**config.mk**
```make
export PLATFORM = sky130hd
export DESIGN_NAME = ssi_ctrl
export DESIGN_NICKNAME = d
export VERILOG_FILES = /design/src/ssi_pkg.sv /design/src/ssi_ctrl.sv
export SDC_FILE = /design/constraint.sdc
export NUM_CORES = 1
export LEC_CHECK = 0
export BUFFER_PORTS_ARGS = -buffer_cell sky130_fd_sc_hd__buf_2
export CAP_MARGIN = 25
export CORE_ASPECT_RATIO = 1.1
export CORE_MARGIN = 4
export CORE_UTILIZATION = 48
export CTS_CLUSTER_SIZE = 28
export DETAILED_ROUTE_END_ITERATION = 10
export PLACE_DENSITY = 0.7
export SETUP_SLACK_MARGIN = 0.3
export SLEW_MARGIN = 20
export SYNTH_ARGS = -nofsm -noshare
export SYNTH_HDL_FRONTEND = slang
export SYNTH_SLANG_ARGS = --single-unit
```
**constraint.sdc**
```tcl
create_clock -name clk -period 2.03 [get_ports clk]
set_clock_uncertainty 0.1 [all_clocks]
set_input_delay 0.406 -clock clk [delete_from_list [all_inputs] [get_ports clk]]
set_output_delay 0.406 -clock clk [all_outputs]
set_load 0.01 [all_outputs]
```
**src/ssi_pkg.sv**
```systemverilog
// ssi_pkg: sizes, field widths and shared types of the stable sort core
// no dependencies; compile first
`timescale 1ns / 1ps
`default_nettype none

package ssi_pkg;

	// store depth and key width
	localparam int DEPTH  = 64;
	localparam int KEY_W  = 32;
	// field width of the arrival position on the result channel
	localparam int POS_W  = 7;
	// derived sizes
	localparam int ADDR_W = $clog2(DEPTH);
	localparam int CNT_W  = $clog2(DEPTH + 1);

	// controller state, one-hot
	typedef enum logic [3:0] {
		ST_LOAD  = 4'b0001,
		ST_FEED  = 4'b0010,
		ST_FLUSH = 4'b0100,
		ST_DRAIN = 4'b1000
	} ssi_state_t;

	// commands from controller to datapath
	typedef struct packed {
		logic              wr_en;
		logic [ADDR_W-1:0] wr_addr;
		logic              rd_en;
		logic [ADDR_W-1:0] rd_addr;
		logic              pop;
		logic              pop_last;
		logic              pop_ovf;
	} ssi_cmd_t;

	// status from datapath to controller
	typedef struct packed {
		logic out_free;
	} ssi_sts_t;

endpackage

`default_nettype wire

```
**src/ssi_ctrl.sv**
```systemverilog
// ssi_ctrl: state machine and counters of the stable sort core
// depends on ssi_pkg
`timescale 1ns / 1ps
`default_nettype none

module ssi_ctrl
	import ssi_pkg::*;
(
	input  wire logic     clk,
	input  wire logic     arst_n,
	input  wire logic     in_valid,
	input  wire logic     in_last,
	output logic          in_ready,
	input  wire ssi_sts_t sts,
	output ssi_cmd_t      cmd
);

	ssi_state_t        state_q;
	logic [CNT_W-1:0]  cnt_q;
	logic [ADDR_W-1:0] feed_idx_q;
	logic              ovf_q;
	logic              in_acc;
	logic              room;
	logic              feed_done;
	logic              pop;

	// handshake and decode
	assign in_ready  = (state_q == ST_LOAD);
	assign in_acc    = in_valid && in_ready;
	assign room      = (cnt_q < CNT_W'(DEPTH));
	assign feed_done = ((CNT_W'(feed_idx_q) + CNT_W'(1)) == cnt_q);
	assign pop       = (state_q == ST_DRAIN) && sts.out_free;

	// commands to the datapath
	always_comb begin
		cmd          = '0;
		cmd.wr_en    = in_acc && room;
		cmd.wr_addr  = cnt_q[ADDR_W-1:0];
		cmd.rd_en    = (state_q == ST_FEED);
		cmd.rd_addr  = feed_idx_q;
		cmd.pop      = pop;
		cmd.pop_last = (cnt_q == CNT_W'(1));
		cmd.pop_ovf  = ovf_q;
	end

	// state and counters
	always_ff @(posedge clk or negedge arst_n) begin
		if (!arst_n) begin
			state_q    <= ST_LOAD;
			cnt_q      <= '0;
			feed_idx_q <= '0;
			ovf_q      <= 1'b0;
		end else begin
			case (state_q)
				ST_LOAD: begin
					if (in_acc) begin
						if (room) begin
							cnt_q <= cnt_q + CNT_W'(1);
						end else begin
							ovf_q <= 1'b1;
						end
						if (in_last) begin
							feed_idx_q <= '0;
							state_q    <= ST_FEED;
						end
					end
				end
				ST_FEED: begin
					// one stored key read per cycle into the insertion chain
					feed_idx_q <= feed_idx_q + ADDR_W'(1);
					if (feed_done) begin
						state_q <= ST_FLUSH;
					end
				end
				ST_FLUSH: begin
					// final key lands in the chain
					state_q <= ST_DRAIN;
				end
				ST_DRAIN: begin
					if (pop) begin
						cnt_q <= cnt_q - CNT_W'(1);
						if (cnt_q == CNT_W'(1)) begin
							ovf_q   <= 1'b0;
							state_q <= ST_LOAD;
						end
					end
				end
				default: begin
					state_q <= ST_LOAD;
				end
			endcase
		end
	end

endmodule

`default_nettype wire

```
Word-level counts from Yosys, hierarchy flattened
Cells that the tools add are included.
{ "word_totals": {"out_inout_bits": 18, "ff_bits": 18} }
{ "op_classes": {"order_cmp": 1, "add_sub_neg": 4, "n_mux": 18, "n_eq_ne": 13, "n_reduce_logical": 9} }
{ "op_table": {"columns": ["cell", "count"], "rows": [
  ["$mux W7", 3],
  ["$mux W4", 5],
  ["$pmux W4 S4", 1],
  ["$pmux W7 S2", 1],
  ["$mux W6", 2],
  ["$pmux W6 S2", 1],
  ["$reduce_and A5 Y1", 2],
  ["$ne A2 B2 Y1 const B", 4],
  ["$add A6 B1 Y7 const B", 1],
  ["$add A7 B1 Y7 const B", 1],
  ["$eq A7 B1 Y1 const B", 1],
  ["$eq A7 B7 Y1", 1],
  ["$lt A7 B7 Y1 const B", 1],
  ["$sub A7 B1 Y7 const B", 1],
  ["$add A6 B1 Y6 const B", 1],
  ["$ne A2 B1 Y1 const B", 3],
  ["$eq A4 B1 Y1 const B", 1],
  ["$eq A4 B2 Y1 const B", 1],
  ["$eq A4 B3 Y1 const B", 1],
  ["$eq A4 B4 Y1 const B", 1],
  ["$mux W1", 4],
  ["$reduce_and A4 Y1", 1],
  ["$reduce_bool A2 Y1", 2],
  ["$logic_and A1 B1 Y1", 3],
  ["2 further kinds", 2]
]} }

Longest topological paths before layout
{ "logic_depth": {"word_depth": 4, "mapped_depth": 7, "mapped_depth_nobuf": 7} }

Least setup slack after synthesis
Ideal clock, no wire load.
{ "synth_timing": {"path_type": "register to register", "startpoint": "register state_q[0]", "endpoint": "register ovf_q", "required_ps": 1797, "stages_incl_launch_ff": 7, "arrival_ps": 1579, "setup_ps": 133, "n_path_buf": 1, "path_slack_ps": 218, "path_cell_list": "dfstp_2 buf_6 or3b_2 a21boi_0 nor2_1 mux2i_1 o21ai_0"} }
{ "synth_via": {"elab_chain_cells": 4} }
{ "synth_rtl": {"columns": ["element", "line", "rtl"], "rows": [
  ["start: declaration", "ssi_ctrl.sv:18", "ssi_state_t state_q;"],
  ["start signal: assignment", "ssi_ctrl.sv:49", "state_q <= ST_LOAD;"],
  ["start signal: assignment", "ssi_ctrl.sv:64", "state_q <= ST_FEED;"],
  ["start signal: assignment", "ssi_ctrl.sv:72", "state_q <= ST_FLUSH;"],
  ["$eq A4 B4 Y1 / $eq A4 B1 Y1 (equally long branches)", "ssi_ctrl.sv:32, ssi_ctrl.sv:54, ssi_ctrl.sv:28", null],
  ["$logic_and A1 B1 Y1, on equally long branches", "ssi_ctrl.sv:32, ssi_ctrl.sv:29", null],
  ["$ne A2 B2 Y1 (no source line) / $ne A2 B1 Y1 (equally long branches)", null, null],
  ["$reduce_and A5 Y1 (no source line)", null, null],
  ["end signal: assignment", "ssi_ctrl.sv:52", "ovf_q <= 1'b0;"],
  ["end signal: assignment", "ssi_ctrl.sv:60", "ovf_q <= 1'b1;"],
  ["end signal: assignment", "ssi_ctrl.sv:83", "ovf_q <= 1'b0;"],
  ["end: declaration", "ssi_ctrl.sv:21", "logic ovf_q;"]
]} }
Several ways; a longest one is shown, not always the timed one.
A chain may end at the register's enable or synchronous reset.

==> flow_summary_export.csv <==
group,metric,value,unit
status,result_of_the_run,"finished clean",
clock_tree,cts_made_buffers,3,
synthesis,synthesis.nets,150,
routing,drt_first_pass_iters,4,
worst_setup_path,timing_worst_setup_path_type,"reg2out",
sta,min_period_over_period,95.6,%
die,floorplan.core_area,0.00252,mm2
clock_tree,tritoncts,"yes",
placement,placedInstanceArea,0.00134,mm2
clock_tree,ctsRootBufferMaster,"sky130_fd_sc_hd__clkbuf_4",
placement,io_buffer_count,22,
placement,post-dp-hpwl,1980,um
power,vdd_ir_drop_max,0.918,mV
synthesis,synth.cell_area,0.00127,mm2
job,max_cap_violations,0,
global_routing,initial_antenna_violation_count,0,
sta,slew_limit_headroom,73.1,%
routing,antenna_violating_nets_post_route,0,
clock_tree,insertion_delay,0.31,ns
synthesis,avgSynthCellArea,9.04,um2
routing,wl_per_cell,16.4,um
routing,vias,1241,
global_routing,track_usage,19.6,%
synthesis,ys_warn_count,0,
sta,holdWs,0.410,ns
global_routing,grt_first_pass_wirelength,5340,um
worst_setup_path,crit_path_required_time,1.52,ns
synthesis,synth_cells,141,
synthesis,post_synth_num_cell_types,44,
hold_path,hold_start,"sts",
die,vertical_die_dimension,62.1,um
die,floorplan.io_pins,23,
routing,drt-initial-drc-count,50,
final_layout,commonest_cells_after_routing_fill_and_taps_aside,"sky130_fd_sc_hd__buf_4 (29), sky130_fd_sc_hd__buf_2 (18), sky130_fd_sc_hd__dfrtp_2 (11), sky130_fd_sc_hd__nor2_1 (10)",
sta,setup_tns,0,ns
final_layout,antenna-diode-count,0,
worst_setup_path,startpoint_class_of_the_critical_path,"flop",
clock_tree,cts.path.max_buffers,2,
worst_setup_path,critical_path.max_fanout,4,
routing,drc_errors,0,
final_layout,multiInputGateArea,870,um2
hold_path,worst_hold_path_type,"in2reg",
power,total_leakage_power,0.000845,uW
power,power_per_cell_area,1350,mW/mm2
sta,clock.fmax,515,MHz
placement,globalplace.congestion,0.858,
die,rows,19,
clock_tree,cts_sinks,18,
die,die_width,57.1,um
final_layout,layout.nets,199,
placement,dp_cells,182,
worst_setup_path,timing.reg2reg.setup_slack,0.13,ns
worst_setup_path,crit_path_end_kind,"output port",
worst_setup_path,cp_slowest_cell,"sky130_fd_sc_hd__dfrtp_2",
final_layout,area.sequential,465,um2
clock_tree,clkSlewWorstSetupHoldPaths,0.11,ns
routing,vias_per_cell,5.64,
worst_setup_path,worst_setup_path_startpoint,"state_q[2]",
sta,transition_time_at_the_pin_with_the_least_slew_margin,0.403,ns
sta,hold_violations,0,
sta,finalCriticalPeriod,1.94,ns
global_routing,globalRouteOverflowTotal,0,
clock_tree,h-tree-depth,1,
synthesis,synth-seq-area-share,35.4,%
worst_setup_path,timing.critical_path.buf_inv,1,
final_layout,final_common_cell,"sky130_fd_sc_hd__buf_4",
sta,report.final.setup_viol,0,
global_routing,pin_count_of_the_biggest_net_entering_global_routing,19,
final_layout,final_cell_area,0.00186,mm2
worst_setup_path,largest_stage_delay_on_the_critical_path,0.48,ns
worst_setup_path,crit_arrival,1.43,ns
worst_setup_path,cp_cell_sequence,"nor4b_4 > and2_4 > buf_6",
worst_setup_path,launching_point_of_the_worst_reg2reg_path,"state_q[2]",
final_layout,filler_cell_count,187,
routing,routed_wl,3610,um
worst_setup_path,critical_path.top_delay_family,"simple AND/OR/NAND/NOR gates",
synthesis,synth_seq_cells,18,
final_layout,layout-drive-gt1-share,59.3,%
sta,finalMaxSlewViolations,0,
die,effective_utilization_at_floorplan,50.6,%
final_layout,layoutNonFillerInstCount,220,
die,dieArea,0.00355,mm2
final_layout,synthToLayoutAreaGrowth,45.8,%
sta,rsz0062_at_grt,"true",
global_routing,grt_pass1_vias,1149,
worst min-delay path: stages:
cell and delay (ns):
sky130_fd_sc_hd__buf_2 0.13, sky130_fd_sc_hd__a211oi_1 0.08, sky130_fd_sc_hd__a21oi_1 0.13, sky130_fd_sc_hd__nor3_1 0.05
timing repair:
| item | CTS | global route |
|---|---|---|
| buffers inserted | 22 | 11 |
| setup endpoints to repair | 13 | 20 |
| hold buffers | 1 | 0 |
| pin swaps | 14 | 22 |
| cloned | 0 | 0 |
| endpoints found under the hold margin | 17 | 0 |
| gates resized for setup | 33 | 34 |
per-stage QoR:
stage          total power [uW]  setup WS [ns]  utilization (%)
2_1_floorplan              1410          0.272                -
3_3_place_gp               1540          0.162             53.2
3_5_place_dp               1560          0.142             53.2
4_1_cts                    2170          0.184             65.2
5_1_grt                    2660         0.0490             73.8
6_report                   2510         0.0890             73.8
cells in the mapped netlist, drive strengths merged:
library cell	n	area share (%)
buf	12	7.3
and3	2	0.98
nand3	8	3.5
or4b	1	1.1
dfstp	1	2.1
a22o	1	0.69
or2b	1	0.59
or3	1	0.49
or3b	2	1.4
and2	3	1.6
inv	8	2.4
a211oi	1	0.59
nand4	2	0.98
nor4b	1	1.9
a32oi	1	0.69
nor3	3	1.2
nand2b	2	0.98
or2	1	0.49
o22ai	3	1.5
a21oi	7	3.0
xnor2	10	6.9
o31ai	2	1.2
clkbuf	1	0.29
dfrtp	17	33
nor2	11	3.2
xor2	8	5.5
o21ai	8	3.4
a211o	1	0.69
mux2i	2	1.6
nor4	2	0.98
nand2	10	3.1
a21boi	1	0.59
ha	4	3.9
or4	1	0.59
o311a	1	0.79
nand3b	1	0.59
layout make-up:
cell class	instances	share of cell area (%)
Multi-Input combinational cell	102	46.8
Sequential cell	18	25.0
Timing Repair Buffer	57	22.5
Tap cell	31	2.09
Clock buffer	4	1.95
Inverter	8	1.62
routing by layer:
metal  GRT usage (%)  wire (um)  vias to the layer above
li1                -          -                      581
met1            24.1       1500                      593
met2            35.1       1810                       50
met3            2.27        171                       17
met4            9.27        131                        0
met5               0          0                        -
cell families after synthesis:
| group | synth area share [%] |
|---|---|
| simple gates | 23.7 |
| compound gates | 13.2 |
| buf+inv | 9.91 |
| xor+xnor | 12.4 |
| flops | 35.4 |
| fa+ha+maj | 3.93 |
| mux | 1.57 |
report_power, final:
group	internal, uW	switching (uW)
logic	808	796
registers	494	176
clock network	110	124
state kept, by name, indices dropped and copies added, names as in the netlist:
name	flops
ovf_q	1
feed_idx_q	6
cnt_q	7
state_q	4
worst paths after layout:
kind,to,cells after the start
max in group asynchronous,state_q[0],2
min in group asynchronous,cnt_q[5],2
hold reg to reg,cnt_q[6],1
setup reg to reg,cnt_q[6],6
hold / removal,state_q[3],4
setup / recovery,cmd[2],3
No activity file was read; power rests on OpenSTA's default activity.
